$ cat src/sv/least_squares_poly_fit_unit_defines.svh
// Assertion macros for the least-squares fit unit.
`ifndef LEAST_SQUARES_POLY_FIT_UNIT_DEFINES_SVH
`define LEAST_SQUARES_POLY_FIT_UNIT_DEFINES_SVH
`ifndef SYNTHESIS
`define LSPF_ASSERT_IMPLIES(lbl, clk, rstn, ante, cons, msg) \
  lbl: assert property (@(posedge clk) disable iff (!rstn) (ante) |-> (cons)) \
    else $error(msg);
`define LSPF_ASSERT_NEXT(lbl, clk, rstn, ante, cons, msg) \
  lbl: assert property (@(posedge clk) disable iff (!rstn) (ante) |=> (cons)) \
    else $error(msg);
`else
`define LSPF_ASSERT_IMPLIES(lbl, clk, rstn, ante, cons, msg)
`define LSPF_ASSERT_NEXT(lbl, clk, rstn, ante, cons, msg)
`endif
`endif

$ cat src/sv/lspf_pkg.sv
`default_nettype none
package lspf_pkg;

  localparam int SAMPLE_W = 16;
  localparam int COEF_W   = 32;
  localparam int IDX_W    = 2;
  localparam int FRAC_W   = 16;

  localparam logic signed [63:0] S64_MAX = 64'sh7FFF_FFFF_FFFF_FFFF;
  localparam logic signed [63:0] S64_MIN = 64'sh8000_0000_0000_0000;

  typedef struct packed {
    logic signed [SAMPLE_W-1:0] x;
    logic signed [SAMPLE_W-1:0] y;
    logic                       last;
  } sample_t;

  typedef struct packed {
    logic              start;
    logic signed [63:0] a;
    logic signed [63:0] b;
  } op_req_t;

  typedef struct packed {
    logic              done;
    logic signed [63:0] res;
  } op_rsp_t;

  typedef enum logic [4:0] {
    ST_IDLE,
    ST_ACC,
    ST_ACC_MUL,
    ST_BUILD,
    ST_PIV_INIT,
    ST_PIV_SCAN,
    ST_SWAP_RD,
    ST_SWAP_WR,
    ST_SWAP_WB,
    ST_CHK,
    ST_ELIM_DIV,
    ST_ELIM_DWAIT,
    ST_ELIM_MUL,
    ST_ELIM_MWAIT,
    ST_ELIM_SUB,
    ST_BS_INIT,
    ST_BS_LOOP,
    ST_BS_MWAIT,
    ST_BS_DWAIT,
    ST_EMIT
  } lspf_state_t;

  function automatic logic [63:0] mag64(input logic signed [63:0] v);
    return v[63] ? (64'd0 - 64'(v)) : 64'(v);
  endfunction

  function automatic logic signed [63:0] from_mag(input logic neg, input logic [63:0] m,
                                                  input logic over);
    logic [63:0] r;
    r = (over || m[63]) ? 64'h7FFF_FFFF_FFFF_FFFF : m;
    return neg ? -$signed(r) : $signed(r);
  endfunction

  function automatic logic signed [63:0] sat_add64(input logic signed [63:0] a,
                                                   input logic signed [63:0] b);
    logic signed [64:0] s;
    s = {a[63], a} + {b[63], b};
    if (s[64] != s[63]) return s[64] ? S64_MIN : S64_MAX;
    return s[63:0];
  endfunction

  function automatic logic signed [63:0] sat_sub64(input logic signed [63:0] a,
                                                   input logic signed [63:0] b);
    logic signed [64:0] s;
    s = {a[63], a} - {b[63], b};
    if (s[64] != s[63]) return s[64] ? S64_MIN : S64_MAX;
    return s[63:0];
  endfunction

  function automatic logic signed [COEF_W-1:0] sat32(input logic signed [63:0] v);
    if (v > 64'sd2147483647) return 32'sh7FFF_FFFF;
    if (v < -64'sd2147483648) return 32'sh8000_0000;
    return v[COEF_W-1:0];
  endfunction

endpackage
`default_nettype wire

$ cat src/sv/lspf_front.sv
`default_nettype none
module lspf_front (
  input  wire logic                                 clk,
  input  wire logic                                 rst_n,
  input  wire logic                                 start,
  output logic                                      busy,
  input  wire logic signed [lspf_pkg::SAMPLE_W-1:0] in_x_sample,
  input  wire logic signed [lspf_pkg::SAMPLE_W-1:0] in_y_sample,
  input  wire logic                                 in_last_sample,
  output lspf_pkg::sample_t                         head,
  output logic                                      head_valid,
  input  wire logic                                 head_pop
);
  import lspf_pkg::*;

  sample_t     q_r [2];
  logic        wr_r, wr_nxt, rd_r, rd_nxt;
  logic [1:0]  cnt_r, cnt_nxt;
  logic        push;

  assign busy       = (cnt_r == 2'd2);
  assign push       = start && !busy;
  assign head_valid = (cnt_r != 2'd0);
  assign head       = q_r[rd_r];

  always_comb begin
    wr_nxt  = push ? ~wr_r : wr_r;
    rd_nxt  = head_pop ? ~rd_r : rd_r;
    cnt_nxt = cnt_r + 2'(push) - 2'(head_pop);
  end

  always_ff @(posedge clk) begin
    if (!rst_n) begin
      wr_r  <= 1'b0;
      rd_r  <= 1'b0;
      cnt_r <= 2'd0;
    end else begin
      wr_r  <= wr_nxt;
      rd_r  <= rd_nxt;
      cnt_r <= cnt_nxt;
    end
  end

  always_ff @(posedge clk) begin
    if (push) q_r[wr_r] <= '{x: in_x_sample, y: in_y_sample, last: in_last_sample};
  end

endmodule
`default_nettype wire

$ cat config.mk
export PLATFORM = sky130hd
export DESIGN_NAME = lspf_front
export DESIGN_NICKNAME = d
export VERILOG_FILES = /design/src/sv/least_squares_poly_fit_unit_defines.svh /design/src/sv/lspf_pkg.sv /design/src/sv/lspf_front.sv
export SDC_FILE = /design/constraint.sdc
export NUM_CORES = 1
export LEC_CHECK = 0
export ABC_AREA = 1
export BUFFER_PORTS_ARGS = -buffer_cell sky130_fd_sc_hd__buf_2
export CORE_MARGIN = 3
export CORE_UTILIZATION = 54
export DETAILED_ROUTE_END_ITERATION = 8
export GPL_TIMING_DRIVEN = 0
export PLACE_DENSITY = 0.78
export SYNTH_ARGS = -nofsm -noshare
export SYNTH_HDL_FRONTEND = slang
export SYNTH_SLANG_ARGS = --single-unit
$ cat constraint.sdc
create_clock -name clk -period 3.8 [get_ports clk]
set_input_delay 0.57 -clock clk [delete_from_list [all_inputs] [get_ports clk]]
set_output_delay 0.57 -clock clk [all_outputs]
set_load 0.02 [all_outputs]
After elaboration in Yosys (flattened, before gate mapping)
Memories as Yosys holds them, arrays and structs flattened. A register that Yosys moved wholly into a read port is not among the register bits.
Index checks and enable logic that the tools add are counted.
{ "totals": {"reg_bits": 4, "mem_bits_rw": 66, "inputBits": 37, "output_inout_bits": 35, "wordCells": 16, "memories": 1} }
{ "op_classes": {"add_sub_neg": 2, "n_eq_ne": 1, "muxes": 4, "bitwise_logic": 2, "n_reduce_logical": 3} }
{ "mem_list": {"columns": ["name", "words", "width", "rd", "rd_clocked_by_memory_dff", "write_ports", "line_no", "rtl"], "rows": [
  ["q_r", 2, 33, 1, 1, 1, "lspf_front.sv:16", "sample_t q_r [2];"]
]} }
{ "ops": {"columns": ["operator", "count"], "rows": [
  ["two-way mux 1 bit", 4],
  ["adder 2 x 1 -> 2 bit", 1],
  ["equality test 2 bit, second input constant", 1],
  ["inverter 1 bit", 2],
  ["nonzero test 2 bit", 1],
  ["subtractor 2 x 1 -> 2 bit", 1],
  ["logical AND 1 bit", 1],
  ["logical NOT 1 bit", 1]
]} }

Longest topological paths before layout
{ "depth": {"depth_word": 5, "mapped_depth": 11, "ltp_nobuf": 11} }

Worst setup path before layout
OpenSTA, ideal clock, no wires.
{ "synth_path": {"path_kind": "input port to flip-flop", "from": "input start", "to": "memory q_r[0][0] in the netlist's numbering, enable pin", "setup_ns": 0.423, "arrival_ns": 2.033, "t_required_ns": 3.377, "setup_slack_ns": 1.344, "path_stages": 2, "path_cell_list": "nand2_1 > nor2_1"} }
{ "synth_via": {"elab_chain_len": 3} }
{ "synth_rtl": {"columns": ["item", "line_no", "rtl"], "rows": [
  ["start: declaration", "lspf_front.sv:5", "input wire logic start,"],
  ["logical AND 1 bit", "lspf_front.sv:22", "assign push = start && !busy;"],
  ["two-way mux 1 bit", "lspf_front.sv:45", "if (push) q_r[wr_r] <= '{x: in_x_sample, y: in_y_sample, last: in_last_sample};"],
  ["two-way mux 1 bit (not written as such)", "lspf_front.sv:45", null],
  ["end: declaration", "lspf_front.sv:16", null]
]} }
Every way passes these cells.

==> flow_metrics.tcl <==
set metrics [dict create \
    drt_pass1_iterations 4 \
    die_area_mm2 0.00602 \
    final_nets 258 \
    grt_max_degree 34 \
    rsz0062_at_grt "no" \
    io_pins 72 \
    synth_area_leaders "edfxtp_1, mux2_4, dfxtp_1" \
    synth_cell_type_count 12 \
    cp_data_required_time_ns 3.23 \
    slew_headroom_pct 13.1 \
    synth_top_area_cell "edfxtp_1" \
    grt_pass1_wl_um 7200 \
    final-setup-viol-count 0 \
    wire_per_inst_um 15.3 \
    cts_made_buffers 9 \
    synth_top_cell_area_share_pct 71.6 \
    grt_pass1_vias 1472 \
    fin_skew_ns 0.00841 \
    period_share_pct 52.2 \
    hpwlAfterDp_um 3020 \
    ys_seq_area_share_pct 75.2 \
    grt_use_total_pct 16.4 \
    vias 1408 \
    post_cts_buffers 0 \
    syn_area_per_cell_um2 20.2 \
    syn_area_mm2 0.00277 \
    p_leak_nw 1.41 \
    root_buffer "clkbuf_8" \
    critPathCaptureType "primary output" \
    syn_nets 176 \
    finalMaxSlewViolations 0 \
    coreArea_mm2 0.00485 \
    grt_overflow 0 \
    arrival_ns 1.41 \
    antenna_cells 0 \
    final_layout_size_suffix_gt1_share_pct 54.9 \
    portBuffers 71 \
    fp.dieH_um 77.6 \
    power.total_mw 1.82 \
    critPathMaxFanout 10 \
    clkTransAtPathRegs_ns 0.07 \
    holdCritPathClass "input pin to flop" \
    die_w_um 77.6 \
    drt_iter0_drc 78 \
    syn_inst 137 \
    p_per_area_mw_per_mm2 535 \
    gp_congestion 0.674 \
    tritoncts "done" \
    final.setup.tns_ns 0 \
    cp-start-kind "flop" \
    ctsHoldBuffers 0 \
    post_cts_resized 0 \
    ir_drop_mv 0.352 \
    insertion_delay_ns 0.34 \
    wl_um 4450 \
    fmax_mhz 504 \
    synth-warning-count 0 \
    maxCapViolations 0 \
    remaining_drc_errors 0 \
    pre_cts_slack_ns 1.64 \
    outcome "completed" \
    hold_viol 0 \
    clk_path_buf_depth 2 \
    min_period_ns 1.98 \
    h-tree-depth 3 \
    path_class "flop to primary output" \
    rows 25 \
    antenna_found_initial 0 \
    viasPerCell 4.84 \
    fin_ws_ns 1.82 \
    ant_nets 0 \
    initial_core_util_pct 57.1 \
    synth-seq-cells 71 \
    area_growth_pct 23.0 \
    tightestPinTransition_ns 1.30 \
    clkSinkCount 71 \
    final_core_util_pct 70.2 \
]
## synth_stat cells (all sizes together)
master   n
nor2     6
buf      4
mux2    33
nand2   10
nand3    2
dfxtp    5
edfxtp  66
inv      7
a21oi    2
ha       2
## layer usage
metal	part of all wire (%)	up-vias	GRT usage [%]	wire, µm
met4	2.6	0	9.07	116
met5	0	-	0	0
met2	51	51	26.6	2280
li1	-	676	-	-
met3	6.4	11	6.73	285
met1	40	670	18.2	1770
## sequential cells by signal, indices dropped and copies added, names as in the netlist, named ones only
register / flops
q_r: 66
wr_r: 1
cnt_r: 2
rd_r: 1
## critical path, cell delays in order (launching register included)
cell	delay, ns
dfxtp_1	0.32
buf_6	0.14
buf_12	0.15
mux2_4	0.30
buf_2	0.16
## layout make-up
cell class,instances,area (µm²)
multi-input cells,55,597
repair buffers,71,355
flip-flops and latches,71,2080
clock inverters,4,45.0
clock buffers,12,145
inverters,7,26.3
well taps,67,83.8
fillers,327,1440
plain buffers,4,71.3
## logic make-up after synthesis
group,share of synthesized area (%)
buffers and inverters,3.52
muxes,17.5
DFF,75.2
adders and majority gates,0.904
AOI/OAI and AO/OA,0.362
and+or+nand+nor,2.53
## power breakdown
group	internal, mW	switching (mW)	total, mW
clock network	0.318	0.256	0.574
registers	0.934	0.0196	0.954
logic	0.127	0.166	0.293
## worst paths after layout
path	from	end	slack, ns	depth (start not counted)
worst max-delay path	flop	head[12]	1.82	4
worst min register to register	rd_r$_SDFFE_PN0P_	rd_r$_SDFFE_PN0P_	0.53	2
worst max register to register	cnt_r[0]$_SDFF_PN0_	q_r[1][28]$_DFFE_PP_	1.83	4
worst min-delay path	in_x_sample[1]	q_r[1][18]$_DFFE_PP_	0.42	1
## cell usage in the layout (no fill, tap or decap), drive strengths merged
cell type  instances
a21oi              2
nand3              2
bufinv             1
nor2               6
clkinv             3
dfxtp              5
inv                7
mux2              33
clkbuf            12
edfxtp            66
ha                 2
nand2             10
buf               75
## through the flow
| step | area, µm² | instances | hold WS [ns] |
|---|---|---|---|
| final | 3410 | 291 | 0.418 |
| after global routing | 3410 | 291 | 0.392 |
| after CTS | 3410 | 291 | 0.397 |
| after detailed placement | 3220 | 275 | 0.485 |
| after global placement | 3210 | 275 | 0.479 |
| after floorplan | 2770 | 137 | 0.463 |
Power figures use the tool's default switching activity.
