===== config.mk =====
export PLATFORM = sky130hd
export DESIGN_NAME = lspf_div
export DESIGN_NICKNAME = d
export VERILOG_FILES = /design/src/sv/least_squares_poly_fit_unit_defines.svh /design/src/sv/lspf_pkg.sv /design/src/sv/lspf_div.sv
export SDC_FILE = /design/constraint.sdc
export NUM_CORES = 1
export LEC_CHECK = 0
export ABC_CLOCK_PERIOD_IN_PS = 6450
export BUFFER_PORTS_ARGS = -buffer_cell sky130_fd_sc_hd__buf_2
export CAP_MARGIN = 10
export CORE_ASPECT_RATIO = 1.2
export CORE_MARGIN = 2
export CORE_UTILIZATION = 50
export CTS_BUF_LIST = sky130_fd_sc_hd__clkbuf_8
export CTS_CLUSTER_SIZE = 40
export DETAILED_ROUTE_END_ITERATION = 8
export GPL_TIMING_DRIVEN = 0
export PLACE_DENSITY_LB_ADDON = 0.1
export RECOVER_POWER = 50
export SYNTH_ARGS = -nofsm -noshare
export SYNTH_HDL_FRONTEND = slang
export SYNTH_SLANG_ARGS = --single-unit

===== constraint.sdc =====
create_clock -name clk -period 6.45 [get_ports clk]
set_input_delay 1.29 -clock clk [delete_from_list [all_inputs] [get_ports clk]]
set_output_delay 1.29 -clock clk [all_outputs]
set_load 0.01 [all_outputs]

===== src/sv/least_squares_poly_fit_unit_defines.svh =====
// Assertion macros for the least-squares fit unit.
`ifndef LEAST_SQUARES_POLY_FIT_UNIT_DEFINES_SVH
`define LEAST_SQUARES_POLY_FIT_UNIT_DEFINES_SVH
`ifndef SYNTHESIS
`define LSPF_ASSERT_IMPLIES(lbl, clk, rstn, ante, cons, msg) \
  lbl: assert property (@(posedge clk) disable iff (!rstn) (ante) |-> (cons)) \
    else $error(msg);
`define LSPF_ASSERT_NEXT(lbl, clk, rstn, ante, cons, msg) \
  lbl: assert property (@(posedge clk) disable iff (!rstn) (ante) |=> (cons)) \
    else $error(msg);
`else
`define LSPF_ASSERT_IMPLIES(lbl, clk, rstn, ante, cons, msg)
`define LSPF_ASSERT_NEXT(lbl, clk, rstn, ante, cons, msg)
`endif
`endif


===== src/sv/lspf_pkg.sv =====
`default_nettype none
package lspf_pkg;

  localparam int SAMPLE_W = 16;
  localparam int COEF_W   = 32;
  localparam int IDX_W    = 2;
  localparam int FRAC_W   = 16;

  localparam logic signed [63:0] S64_MAX = 64'sh7FFF_FFFF_FFFF_FFFF;
  localparam logic signed [63:0] S64_MIN = 64'sh8000_0000_0000_0000;

  typedef struct packed {
    logic signed [SAMPLE_W-1:0] x;
    logic signed [SAMPLE_W-1:0] y;
    logic                       last;
  } sample_t;

  typedef struct packed {
    logic              start;
    logic signed [63:0] a;
    logic signed [63:0] b;
  } op_req_t;

  typedef struct packed {
    logic              done;
    logic signed [63:0] res;
  } op_rsp_t;

  typedef enum logic [4:0] {
    ST_IDLE,
    ST_ACC,
    ST_ACC_MUL,
    ST_BUILD,
    ST_PIV_INIT,
    ST_PIV_SCAN,
    ST_SWAP_RD,
    ST_SWAP_WR,
    ST_SWAP_WB,
    ST_CHK,
    ST_ELIM_DIV,
    ST_ELIM_DWAIT,
    ST_ELIM_MUL,
    ST_ELIM_MWAIT,
    ST_ELIM_SUB,
    ST_BS_INIT,
    ST_BS_LOOP,
    ST_BS_MWAIT,
    ST_BS_DWAIT,
    ST_EMIT
  } lspf_state_t;

  function automatic logic [63:0] mag64(input logic signed [63:0] v);
    return v[63] ? (64'd0 - 64'(v)) : 64'(v);
  endfunction

  function automatic logic signed [63:0] from_mag(input logic neg, input logic [63:0] m,
                                                  input logic over);
    logic [63:0] r;
    r = (over || m[63]) ? 64'h7FFF_FFFF_FFFF_FFFF : m;
    return neg ? -$signed(r) : $signed(r);
  endfunction

  function automatic logic signed [63:0] sat_add64(input logic signed [63:0] a,
                                                   input logic signed [63:0] b);
    logic signed [64:0] s;
    s = {a[63], a} + {b[63], b};
    if (s[64] != s[63]) return s[64] ? S64_MIN : S64_MAX;
    return s[63:0];
  endfunction

  function automatic logic signed [63:0] sat_sub64(input logic signed [63:0] a,
                                                   input logic signed [63:0] b);
    logic signed [64:0] s;
    s = {a[63], a} - {b[63], b};
    if (s[64] != s[63]) return s[64] ? S64_MIN : S64_MAX;
    return s[63:0];
  endfunction

  function automatic logic signed [COEF_W-1:0] sat32(input logic signed [63:0] v);
    if (v > 64'sd2147483647) return 32'sh7FFF_FFFF;
    if (v < -64'sd2147483648) return 32'sh8000_0000;
    return v[COEF_W-1:0];
  endfunction

endpackage
`default_nettype wire


===== src/sv/lspf_div.sv =====
`default_nettype none
module lspf_div (
  input  wire logic              clk,
  input  wire logic              rst_n,
  input  wire lspf_pkg::op_req_t req,
  output lspf_pkg::op_rsp_t      rsp
);
  import lspf_pkg::*;

  localparam int DVD_W = 64 + FRAC_W;
  localparam int CW    = $clog2(DVD_W);

  logic [63:0]    md_r, rem_r, q_r;
  logic [DVD_W-1:0] dvd_r;
  logic [CW-1:0]  cnt_r;
  logic           busy_r, done_r, neg_r, over_r;
  logic [64:0]    rem_sh;
  logic           ge;

  always_comb begin
    rem_sh = {rem_r, dvd_r[DVD_W-1]};
    ge     = rem_sh >= 65'(md_r);
  end

  always_ff @(posedge clk) begin
    if (!rst_n) begin
      busy_r <= 1'b0;
      done_r <= 1'b0;
      cnt_r  <= '0;
    end else begin
      done_r <= busy_r && (cnt_r == '0);
      if (req.start) begin
        busy_r <= 1'b1;
        cnt_r  <= CW'(DVD_W - 1);
      end else if (busy_r) begin
        cnt_r <= cnt_r - 1'b1;
        if (cnt_r == '0) busy_r <= 1'b0;
      end
    end
  end

  always_ff @(posedge clk) begin
    if (req.start) begin
      md_r   <= mag64(req.b);
      dvd_r  <= {mag64(req.a), {FRAC_W{1'b0}}};
      rem_r  <= '0;
      q_r    <= '0;
      over_r <= 1'b0;
      neg_r  <= req.a[63] != req.b[63];
    end else if (busy_r) begin
      over_r <= over_r | q_r[63];
      q_r    <= {q_r[62:0], ge};
      rem_r  <= ge ? 64'(rem_sh - 65'(md_r)) : rem_sh[63:0];
      dvd_r  <= dvd_r << 1;
    end
  end

  assign rsp.done = done_r;
  assign rsp.res  = from_mag(neg_r, q_r, over_r);

endmodule
`default_nettype wire


; After elaboration in Yosys (flattened, before gate mapping)
; Index checks and enable logic that the tools add are counted.
[totals]
register_bits = 267
in_bits = 131
output_inout_bits = 65
word_cells = 37
[classes]
addsub = 5
order_cmp = 1
eq_ne = 1
n_mux = 12
bitwise_logic = 2
n_reduce_logical = 5
[op_table]
columns = cell, n
row1 = 64-bit 2-to-1 mux, 4
row2 = 80-bit 2-to-1 mux, 2
row3 = 1-bit by 64-bit subtractor with 64-bit output (first input constant), 2
row4 = 65-bit by 64-bit greater-or-equal comparator with 1-bit output, 1
row5 = 64-bit negation, 1
row6 = 64-bit subtractor, 1
row7 = 63-bit 2-to-1 mux, 1
row8 = 7-bit 2-to-1 mux, 2
row9 = 7-bit zero test, 1
row10 = 7-bit by 1-bit subtractor with 7-bit output (second input constant), 1
row11 = 1-bit 2-to-1 mux, 3
row12 = 2-bit nonzero test, 1
row13 = 2-bit OR reduction, 1
row14 = 1-bit logical AND, 1
row15 = 1-bit logical OR, 1
row16 = 1-bit inequality test, 1
row17 = 1-bit NOT, 1
row18 = 1-bit OR, 1

; Logic depth before layout (Yosys ltp)
[logic_depth]
word_depth = 4
depth_mapped = 14
mapped_depth_nobuf = 13

; Least setup slack after synthesis
; OpenSTA, ideal clock, no wires.
[synth_timing]
path_kind = reg2out
from = register over_r
to = output port rsp[44] in the netlist's numbering
arrival_time_ns = 3.622
required_time_ns = 5.160
path_slack_ns = 1.538
path_stages_with_launch = 14
path_buffers = 3
cell_sequence = dfxtp_1 or2_2 clkbuf_1 clkbuf_1 nor2_1 ha_1 nand4b_1 or4b_1 or4_1 buf_2 nor3_4 inv_2 or3_1 a221o_1
[synth_lines]
columns = item, line_no
row1 = start: declaration, lspf_div.sv:16  ; logic busy_r, done_r, neg_r, over_r;
row2 = start signal: assignment, lspf_div.sv:51  ; over_r <= over_r | q_r[63];
row3 = end: declaration, lspf_div.sv:6  ; output lspf_pkg::op_rsp_t rsp

==> results.md <==
* Hold Path Class: reg -> reg
* DR DRC count at 0
* Area of the multi-input gates at 0.0111 mm^2
* Violated checks: capacitance limit, slew limit
* Most common cell after layout, fill and taps aside: nor2_1
* Num Clock Sinks at 267
* Fin Setup TNS at 0 ps
* Clk_skew at ~32 ps
* First-pass GRT wire length at about 90 mm
* Critical path class: reg -> out
* Per-cell routed wire length at about 19 um
* Vias in the first global route at roughly 17,000
* Most frequent cells in the layout: nor2_1 (325), nand2_1 (233), buf_2 (193)
* Post-synthesis compound-gate area fraction at around 20%
* Placement Cell Area at approximately 0.020 mm^2
* Routed WL at 56.8 mm
* Max cap viols at 1
* FFs w/ async S/R, synth at 0%
* Synthesis-to-layout area growth at 13.7%
* Finished Cell Area at 0.0211 mm^2
* Die Area at a little under 0.04 mm^2
* Status: complete, but fails checks
* Worst slack at placement at 735 ps
* Initial cell density of the core at roughly half
* Area contributors post-synth: edfxtp_1 (21%), dfxtp_1 (15%), nor2_1 (6.6%), xor2_1 (5.1%), xnor2_1 (4.9%)
* Die X at about 180 um
* Antenna violations before repair at 2
* DRT iter0 DRCs at around 1,300
* Cell area after synthesis at about 0.019 mm^2
* Final ANT Viol Nets at 0
* CTS Buf Count at 46
* Share of cells above drive strength 1 at 12.0%
* Mapped Nets at roughly 2,500
* Clk Latency, worst-skew pair at around 640 ps
* Largest family of logic cells by synthesized area: simple AND/OR/NAND/NOR gates
* CTS tree: yes
* Maximum VDD drop at 0.150 mV
* Final setup violation count at 0
* Cell row count at between 70 and 80
* Count of pins over their slew limit at between 60 and 70
* Port bufs at approximately 190
* Number of synthesized flops with an enable pin at 129
* Synth area leader: edfxtp_1
* Proportion of synthesized area in mux cells at under 10%
* Routed vias at ~18,000
* Post-synth top area share at between 20% and 30%
* Crit end category: output pin
* Final HPWL DP at around 43 mm
* Avg Inst Size Synth at slightly above 8 um^2
* Element type at the critical path start: flip-flop
* Worst-path clk slew at about 60 ps
* Post-Synth Adder-Cell Area at under 10%
* Yosys reg bits at around 270
* # fillers at between 3,000 and 4,000
* R2R Setup Slk at between 1500 and 2000 ps
* Worst Path Max Fanout at 12
* Hold_buf cts at 0
* GRT busiest layer: met2
* H-tree depth at 2
* Syn Inst Count at 2,250
* Maximum number of pins on one net before global-route repair at 67
* 1st-pass router iterations at 5
* Max Freq at around 160 MHz
* Overflow after GRT at 0
* Vias/cell at roughly 5.9
* GR Layer Usage met2 at 46.0%
* Final Hold Fails at 0
* Register area at ~0.0066 mm^2
* Placeable core region at roughly 0.037 mm^2
* Post-CTS Setup Repair Bufs at 0
* Power per cell area at about 240 mW/mm^2
* Leakage at 0.00857 uW
* Seq/Total Area, Yosys at between 30 and 40%
* RSZ-0062 raised after global routing: no
* GR Util met1 at 37.8%
* Most used DFF post-synth: dfxtp_1
* Gr usage total at around 29%
* Boundary Pins at ~200
* Synth Warn # at 0
* Worst hold margin at a little under 500 ps
* Final GP Congestion at 0.947
* Die H at approximately 210 um
* Worst-Margin Slew at 3740 ps
* Post-Synth XOR/XNOR Area at under 10%
* CP arrival at 4810 ps
* CTS Root Cell: clkbuf_8
* Synth Area in Simple Gates at 21.4%
* Worst EP required at roughly 5200 ps
* Min cycle time layout at 6100 ps
* Worst setup margin at 351 ps
* Final Total Pwr at 5130 uW
* Final cycle utilization of the critical path at a little over nine tenths
* Slew headroom at -149%
* Cell variety after synth at 76
* CTS max path bufs at 3
* Met3 usage at 5.81%
* Nets at roughly 2,700
## layer usage
metal	vias to the layer above	routed length [um]
li1	8595	-
met1	8304	25000
met2	617	25500
met3	149	4130
met4	0	2120
met5	-	0
## cell type report
| type | instances | area share [%] |
|---|---|---|
| timing repair buffer | 194 | 4.64 |
| multi-input combinational | 1763 | 52.5 |
| antenna | 2 | 0.0237 |
| tap | 474 | 2.81 |
| inverter | 98 | 1.75 |
| clock buffer | 55 | 3.59 |
| clock inverter | 28 | 0.974 |
| sequential | 267 | 31.5 |
| buffer | 121 | 2.21 |
## Yosys cell counts, types with 38 or more instances
library cell and n:
nor2_1 325, nand2_1 233, a21oi_1 171, dfxtp_1 138, edfxtp_1 129, o21ai_0 120
clkbuf_1 112, xor2_1 108, xnor2_1 103, inv_1 97, ha_1 69, mux2i_1 68
nor3_1 59, o31ai_1 49, or3_1 39, a311oi_1 38
## sequential cells by signal (all words and copies together), names as in the netlist
| name | count |
|---|---|
| over_r | 1 |
| neg_r | 1 |
| done_r | 1 |
| cnt_r | 7 |
| md_r | 64 |
| rem_r | 64 |
| busy_r | 1 |
| dvd_r | 64 |
| q_r | 64 |
## worst max-delay path, stage by stage, from the launching register on
cell and delay (ps):
dfxtp_1 350, or2_2 450, clkbuf_2 250, nor2_1 190, ha_1 230, nand4b_1 160, or4b_1 670, or4_1 510
buf_2 200, nor3_4 280, inv_2 100, or3_1 330, a221o_1 330, buf_2 140
## worst paths after layout
| path | startpoint | endpoint | cells after the start |
|---|---|---|---|
| worst max register to register | md_r[1] | rem_r[38] | 13 |
| worst min-delay path | rem_r[1] | rem_r[1] | 2 |
| worst min register to register | rem_r[1] | rem_r[1] | 2 |
| worst max-delay path | over_r | rsp[44] | 13 |
## cells by family (layout without fill, tap and decap cells)
logic type	after synthesis	after routing
compound gates	560	560
xor+xnor	211	211
fa+ha+maj	70	70
buf+inv	220	496
flops	267	267
mux	70	70
other cells	0	2
simple gates	852	852
## timing repair
action,in CTS,in global routing
endpoints found under the setup margin,0,6
resized for setup,0,3
endpoints found under the hold margin,0,0
## report_power, final
group / total (uW) / internal [uW] / switching, uW
Sequential: 2010 / 1940 / 71.0
Clock: 1640 / 896 / 747
Combinational: 1470 / 529 / 945
## per-stage QoR
| stage | cells | utilization [%] |
|---|---|---|
| floorplan | 2250 | - |
| global placement | 2917 | 54.7 |
| detailed placement | 2918 | 54.8 |
| CTS | 3001 | 57.4 |
| global route | 3001 | 57.4 |
| finish | 3002 | 57.4 |
Power figures use the tool's default switching activity.
