===== src/sv/least_squares_poly_fit_unit_defines.svh =====
// Assertion macros for the least-squares fit unit.
`ifndef LEAST_SQUARES_POLY_FIT_UNIT_DEFINES_SVH
`define LEAST_SQUARES_POLY_FIT_UNIT_DEFINES_SVH
`ifndef SYNTHESIS
`define LSPF_ASSERT_IMPLIES(lbl, clk, rstn, ante, cons, msg) \
  lbl: assert property (@(posedge clk) disable iff (!rstn) (ante) |-> (cons)) \
    else $error(msg);
`define LSPF_ASSERT_NEXT(lbl, clk, rstn, ante, cons, msg) \
  lbl: assert property (@(posedge clk) disable iff (!rstn) (ante) |=> (cons)) \
    else $error(msg);
`else
`define LSPF_ASSERT_IMPLIES(lbl, clk, rstn, ante, cons, msg)
`define LSPF_ASSERT_NEXT(lbl, clk, rstn, ante, cons, msg)
`endif
`endif


===== src/sv/lspf_pkg.sv =====
`default_nettype none
package lspf_pkg;

  localparam int SAMPLE_W = 16;
  localparam int COEF_W   = 32;
  localparam int IDX_W    = 2;
  localparam int FRAC_W   = 16;

  localparam logic signed [63:0] S64_MAX = 64'sh7FFF_FFFF_FFFF_FFFF;
  localparam logic signed [63:0] S64_MIN = 64'sh8000_0000_0000_0000;

  typedef struct packed {
    logic signed [SAMPLE_W-1:0] x;
    logic signed [SAMPLE_W-1:0] y;
    logic                       last;
  } sample_t;

  typedef struct packed {
    logic              start;
    logic signed [63:0] a;
    logic signed [63:0] b;
  } op_req_t;

  typedef struct packed {
    logic              done;
    logic signed [63:0] res;
  } op_rsp_t;

  typedef enum logic [4:0] {
    ST_IDLE,
    ST_ACC,
    ST_ACC_MUL,
    ST_BUILD,
    ST_PIV_INIT,
    ST_PIV_SCAN,
    ST_SWAP_RD,
    ST_SWAP_WR,
    ST_SWAP_WB,
    ST_CHK,
    ST_ELIM_DIV,
    ST_ELIM_DWAIT,
    ST_ELIM_MUL,
    ST_ELIM_MWAIT,
    ST_ELIM_SUB,
    ST_BS_INIT,
    ST_BS_LOOP,
    ST_BS_MWAIT,
    ST_BS_DWAIT,
    ST_EMIT
  } lspf_state_t;

  function automatic logic [63:0] mag64(input logic signed [63:0] v);
    return v[63] ? (64'd0 - 64'(v)) : 64'(v);
  endfunction

  function automatic logic signed [63:0] from_mag(input logic neg, input logic [63:0] m,
                                                  input logic over);
    logic [63:0] r;
    r = (over || m[63]) ? 64'h7FFF_FFFF_FFFF_FFFF : m;
    return neg ? -$signed(r) : $signed(r);
  endfunction

  function automatic logic signed [63:0] sat_add64(input logic signed [63:0] a,
                                                   input logic signed [63:0] b);
    logic signed [64:0] s;
    s = {a[63], a} + {b[63], b};
    if (s[64] != s[63]) return s[64] ? S64_MIN : S64_MAX;
    return s[63:0];
  endfunction

  function automatic logic signed [63:0] sat_sub64(input logic signed [63:0] a,
                                                   input logic signed [63:0] b);
    logic signed [64:0] s;
    s = {a[63], a} - {b[63], b};
    if (s[64] != s[63]) return s[64] ? S64_MIN : S64_MAX;
    return s[63:0];
  endfunction

  function automatic logic signed [COEF_W-1:0] sat32(input logic signed [63:0] v);
    if (v > 64'sd2147483647) return 32'sh7FFF_FFFF;
    if (v < -64'sd2147483648) return 32'sh8000_0000;
    return v[COEF_W-1:0];
  endfunction

endpackage
`default_nettype wire


===== src/sv/lspf_mul.sv =====
`default_nettype none
module lspf_mul (
  input  wire logic              clk,
  input  wire logic              rst_n,
  input  wire lspf_pkg::op_req_t req,
  output lspf_pkg::op_rsp_t      rsp
);
  import lspf_pkg::*;

  logic [63:0]  ma_r, mb_r;
  logic [127:0] acc_r, acc_nxt;
  logic [1:0]   step_r;
  logic         busy_r, done_r, neg_r;
  logic [31:0]  ah, bh;
  logic [63:0]  pp;
  logic [127:0] pp_sh;

  always_comb begin
    ah = step_r[1] ? ma_r[63:32] : ma_r[31:0];
    bh = step_r[0] ? mb_r[63:32] : mb_r[31:0];
    pp = 64'(ah) * 64'(bh);
    case (step_r)
      2'd0:    pp_sh = 128'(pp);
      2'd3:    pp_sh = 128'(pp) << 64;
      default: pp_sh = 128'(pp) << 32;
    endcase
    acc_nxt = acc_r + pp_sh;
  end

  always_ff @(posedge clk) begin
    if (!rst_n) begin
      busy_r <= 1'b0;
      done_r <= 1'b0;
      step_r <= 2'd0;
    end else begin
      done_r <= busy_r && (step_r == 2'd3);
      if (req.start) begin
        busy_r <= 1'b1;
        step_r <= 2'd0;
      end else if (busy_r) begin
        step_r <= step_r + 2'd1;
        if (step_r == 2'd3) busy_r <= 1'b0;
      end
    end
  end

  // accumulator starts at the rounding constant
  always_ff @(posedge clk) begin
    if (req.start) begin
      ma_r  <= mag64(req.a);
      mb_r  <= mag64(req.b);
      neg_r <= req.a[63] != req.b[63];
      acc_r <= 128'h8000;
    end else if (busy_r) begin
      acc_r <= acc_nxt;
    end
  end

  assign rsp.done = done_r;
  assign rsp.res  = from_mag(neg_r, acc_r[79:16], |acc_r[127:80]);

endmodule
`default_nettype wire


===== config.mk =====
export PLATFORM = sky130hd
export DESIGN_NAME = lspf_mul
export DESIGN_NICKNAME = d
export VERILOG_FILES = /design/src/sv/least_squares_poly_fit_unit_defines.svh /design/src/sv/lspf_pkg.sv /design/src/sv/lspf_mul.sv
export SDC_FILE = /design/constraint.sdc
export NUM_CORES = 2
export LEC_CHECK = 0
export BUFFER_PORTS_ARGS = -buffer_cell sky130_fd_sc_hd__buf_2
export CORE_AREA = 2 2 307 309
export CTS_CLUSTER_SIZE = 28
export DETAILED_ROUTE_END_ITERATION = 10
export DIE_AREA = 0 0 309 311
export HOLD_SLACK_MARGIN = 0.15
export PLACE_DENSITY = 0.8
export RECOVER_POWER = 50
export REMOVE_ABC_BUFFERS = 1
export SYNTH_ARGS = -nofsm -noshare
export SYNTH_HDL_FRONTEND = slang
export SYNTH_SLANG_ARGS = --single-unit

===== constraint.sdc =====
create_clock -name clk -period 11.1 [get_ports clk]
set_input_delay 1.665 -clock clk [delete_from_list [all_inputs] [get_ports clk]]
set_output_delay 1.665 -clock clk [all_outputs]
set_load 0.005 [all_outputs]

; ---- Word level (Yosys, flattened, before mapping)
; Cells that the tools add are included.
[word_totals]
regBits = 261
in_bits = 131
elab_cells = 33
[op_classes]
addsub = 5
multipliers = 1
eq_ne = 2
mux = 10
bitwise_logic = 1
reduce_logical = 5
[ops]
columns = operator, count
row1 = one-hot mux 128 bit (2 select lines), 1
row2 = adder 128 bit, 1
row3 = 2-to-1 mux 64 bit, 2
row4 = "subtractor 1 x 64 -> 64 bit, first input constant", 2
row5 = 2-to-1 mux 63 bit, 2
row6 = multiplier 32 x 32 -> 64 bit, 1
row7 = 2-to-1 mux 32 bit, 2
row8 = negation 64 bit, 1
row9 = OR reduction 48 bit, 1
row10 = 2-to-1 mux 1 bit, 3
row11 = "adder 2 x 1 -> 2 bit, second input constant", 1
row12 = "equality test 2 bit, second input constant", 1
row13 = zero test 2 bit, 1
row14 = OR reduction 2 bit, 1
row15 = logical AND 1 bit, 1
row16 = logical OR 1 bit, 1
row17 = != test 1 bit, 1
row18 = inverter 1 bit, 1

; ---- Depth between registers and ports, before layout
[logic_depth]
ltp_word = 5
mapped_depth = 46

; ---- Worst setup path before layout
; OpenSTA, ideal clock, no wires.
[synth_timing]
path_kind = register to register
startpoint = reg step_r[1]
endpoint = reg acc_r[124]
setup_ns = 0.128
arrival_ns = 11.433
required_time_ns = 10.972
setup_slack_ns = -0.461
path_stages_with_launch = 43
n_path_buf = 6
cell_sequence = dfxtp_1 clkbuf_1 clkbuf_1 buf_1 mux2i_1 clkbuf_1 nor2_1 fa_1 fa_1 inv_1 fa_1 fa_1 fa_1 inv_1 fa_1 fa_1 fa_1 ha_1 [... 7 more ...] o21ai_0 a21oi_1 o211ai_1 and2_1 a221o_1 ha_1 clkbuf_1 nand2_1 o21ai_0 a21oi_1 o221a_2 o21ai_0 a21oi_1 a31oi_1 a31oi_1 o41ai_1 xnor2_1 o21ai_0
[synth_via]
elab_chain_len = 4
[synth_rtl]
columns = element, line
row1 = "start, declared", lspf_mul.sv:12  ; logic [1:0] step_r;
row2 = "start signal, assigned", lspf_mul.sv:41  ; step_r <= step_r + 2'd1;
row3 = 2-to-1 mux 32 bit, lspf_mul.sv:19  ; ah = step_r[1] ? ma_r[63:32] : ma_r[31:0];
row4 = multiplier 32 x 32 -> 64 bit, lspf_mul.sv:21  ; pp = 64'(ah) * 64'(bh);
row5 = one-hot mux 128 bit (2 select lines) *, lspf_mul.sv:22  ; case (step_r)
row6 = adder 128 bit *, lspf_mul.sv:27  ; acc_nxt = acc_r + pp_sh;
row7 = "end signal, assigned", lspf_mul.sv:55  ; acc_r <= acc_nxt;
row8 = "end, declared", lspf_mul.sv:11  ; logic [127:0] acc_r, acc_nxt;
; Mark *: on every way between the ends. The rest lies on a longest branch, timed or not.
; A chain may end at the register's enable or synchronous reset.

; ---- Final worst setup path
[layout_timing]
startpoint = reg step_r[1]
endpoint = reg acc_r[127]
; Same word-level chain as after synthesis.

==> flow_summary.json <==
{
  "min_from": "acc_r[107]$_SDFFE_PP0P_",
  "synth_area_per_cell_um2": 8.46,
  "cp.arrival_ns": 11.45,
  "drive_gt1_share_pct": 19.0,
  "cts-root-buf": "clkbuf_16",
  "synth_ff_type": "dfxtp_1",
  "crit_slowest_cell": "fa_2",
  "fin_crit_ns": 10.95,
  "syn_area_um2": 55300,
  "whs_ns": 0.472,
  "core_area_um2": 92800,
  "place_ws_ns": -0.475,
  "syn_inst": 6532,
  "synth_area_leader_cell": "fa_1",
  "ys_seq_area_share_pct": 11.8,
  "setup_viol": 0,
  "dr.max_layer_used": "met5",
  "cap_violations": 4,
  "initial_core_util_pct": 59.6,
  "num_io_pins": 196,
  "ys_ff_latch": 261,
  "setup-tns-final_ns": 0,
  "grt_pass1_wl_mm": 307,
  "die_height_um": 311,
  "clock_path_buffers": 3,
  "cts_made_buffers": 36,
  "rows": 112,
  "worst_setup_path_start_kind": "flip-flop",
  "grt_max_degree": 102,
  "status": "complete, but fails checks",
  "grt_util_all_layers_pct": 42.7,
  "worst_slack_ns": 0.145,
  "synth.area.top_cells": "fa_1 (32%), ha_1 (9.1%), edfxtp_1 (7.0%)",
  "ys_types": 79,
  "die_x_um": 309,
  "h-tree-depth": 2,
  "met2_length_mm": 91.2,
  "r2r_start": "step_r[1]$_SDFFE_PP0P_",
  "crit_path_frequent_cell": "fa_1",
  "drc": 0,
  "first_pass_iters": 8,
  "drtIter0Drc": 6199,
  "critical_path_required_ns": 11.59,
  "r2r.worst_path.cells": 42,
  "fmax_ghz": 0.0913,
  "place.gp.congestion": 1.11,
  "fin_skew_ns": 0.0407,
  "overflow": 0,
  "synth_top_area_share_pct": 32.5,
  "hold_class": "flip-flop to flip-flop",
  "dp_hpwl_mm": 171,
  "antenna_found_initial": 5,
  "tritoncts": "yes",
  "cts_sinks": 261,
  "port_buffers": 195,
  "slew_violations": 195,
  "cts.hold.buffers_added": 0,
  "min_period_over_period_pct": 98.7,
  "critical_path_class": "flip-flop to flip-flop",
  "clk_pin_slew_ns": 0.07,
  "rsz0062_at_grt": "yes",
  "async_flop_share_pct": 0,
  "tightest_slew_ns": 2.86,
  "final_area_um2": 66100,
  "end_kind": "flip-flop",
  "via_per_inst": 6.14,
  "violations": "max-capacitance violations, max-slew violations",
  "cpPeakStageDelay_ns": 0.64,
  "routed_wl_mm": 207,
  "grt_pass1_vias": 52000,
  "routedWlPerCell_um": 24.3,
  "placed_area_um2": 63100,
  "drtAntennaViolNets": 0,
  "dr_wl_met3_mm": 25.3,
  "syn_to_final_growth_pct": 19.5,
  "vias": 52400,
  "nets": 8677,
  "min_path_cells": 2,
  "synth-edff-count": 129,
  "crit_start": "step_r[1]$_SDFFE_PP0P_",
  "finalHoldViolCount": 0,
  "critPathMaxFanout": 6,
  "insertion_delay_ns": 0.63,
  "die-area_um2": 96100,
  "relSlewSlack_pct": -90.7,
  "wl_met1_mm": 76.0,
  "yosysWarningCount": 0
}
[state kept, by name, indices dropped and copies added, names as in the netlist]
name	cells
done_r	1
neg_r	1
ma_r	64
busy_r	1
acc_r	128
step_r	2
mb_r	64
[metal layers]
layer,vias up,global-route usage [%]
li1,22700,-
met1,25700,55.3
met2,3126,64.7
met3,745,11.5
met4,6,23.6
met5,-,0
[cells in the mapped netlist, types with 96 or more instances]
cell and instances:
fa_1 897, a21oi_1 284, clkbuf_1 308, a21o_1 96, nor2_1 895, inv_1 915, o21ai_0 292, nand2_1 743
xor2_1 97, mux2i_1 131, xnor2_1 230, ha_1 402, dfxtp_1 132, edfxtp_1 129
[worst max-delay path, delay by kind of cell (launching register included)]
kind | cells | cell delay [ns]
flops | 1 | 0.37
xor+xnor | 1 | 0.31
simple gates | 11 | 2.05
buf+inv | 8 | 1.06
fa+ha+maj | 10 | 4.60
compound gates | 10 | 1.85
mux | 2 | 0.57
[cell families (layout without fill, tap and decap cells)]
group | after synthesis | after routing | synth area share [%]
adders and majority gates | 1299 | 1299 | 41.6
and+or+nand+nor | 2130 | 2130 | 16.9
AOI/OAI and AO/OA | 1083 | 1083 | 12.5
xor gates and xnor gates | 327 | 327 | 5.18
buffers and inverters | 1237 | 1978 | 8.41
other | 0 | 1 | 0
DFF | 261 | 261 | 11.8
muxes | 195 | 195 | 3.68
[layout by cell type, fill, tap and decap left out, types with 46 or more instances in the layout]
cell type / n
inv_1: 909
fa_1: 891
nor2_1: 883
nand2_1: 736
buf_4: 724
ha_1: 380
a21oi_1: 254
o21ai_0: 247
xnor2_1: 219
buf_2: 191
dfxtp_1: 129
edfxtp_1: 129
xor2_1: 97
a21o_1: 96
mux2i_1: 90
nand4_1: 88
and2_1: 65
o31ai_1: 57
buf_12: 55
a22o_1: 54
o21bai_1: 52
nor3_1: 50
nand3_1: 46
[stage by stage]
stage	util [%]	instances
5_1_grt	71.2	8527
3_5_place_dp	68.1	8411
4_1_cts	69.6	8485
2_1_floorplan	-	6210
3_3_place_gp	68.1	8411
6_report	71.2	8528
[layout make-up]
| cell class | instances | area [um2] |
|---|---|---|
| Clock inverter | 19 | 189 |
| Tap cell | 1254 | 1570 |
| Fill cell | 7221 | 26700 |
| Inverter | 915 | 3430 |
| Multi-Input combinational cell | 5034 | 45500 |
| Sequential cell | 261 | 6530 |
| Antenna cell | 1 | 2.50 |
| Timing Repair Buffer | 999 | 7820 |
| Clock buffer | 45 | 966 |
[path summary, 6_finish.rpt]
kind	end	slack [ns]
worst max register to register	acc_r[127]$_SDFFE_PP0P_	0.15
worst max-delay path	acc_r[127]$_SDFFE_PP0P_	0.15
worst min register to register	acc_r[107]$_SDFFE_PP0P_	0.47
worst min-delay path	acc_r[107]$_SDFFE_PP0P_	0.47
[timing repair]
action,CTS,global route
buffers inserted,9,41
gates resized for setup,47,257
cloned,1,3
setup endpoints to repair,35,67
endpoints found under the hold margin,0,0
pin swaps,11,98
Power is left out: the tool's default activity adds up to more than one toggle a clock period on the data nets, which glitch-free logic cannot reach.
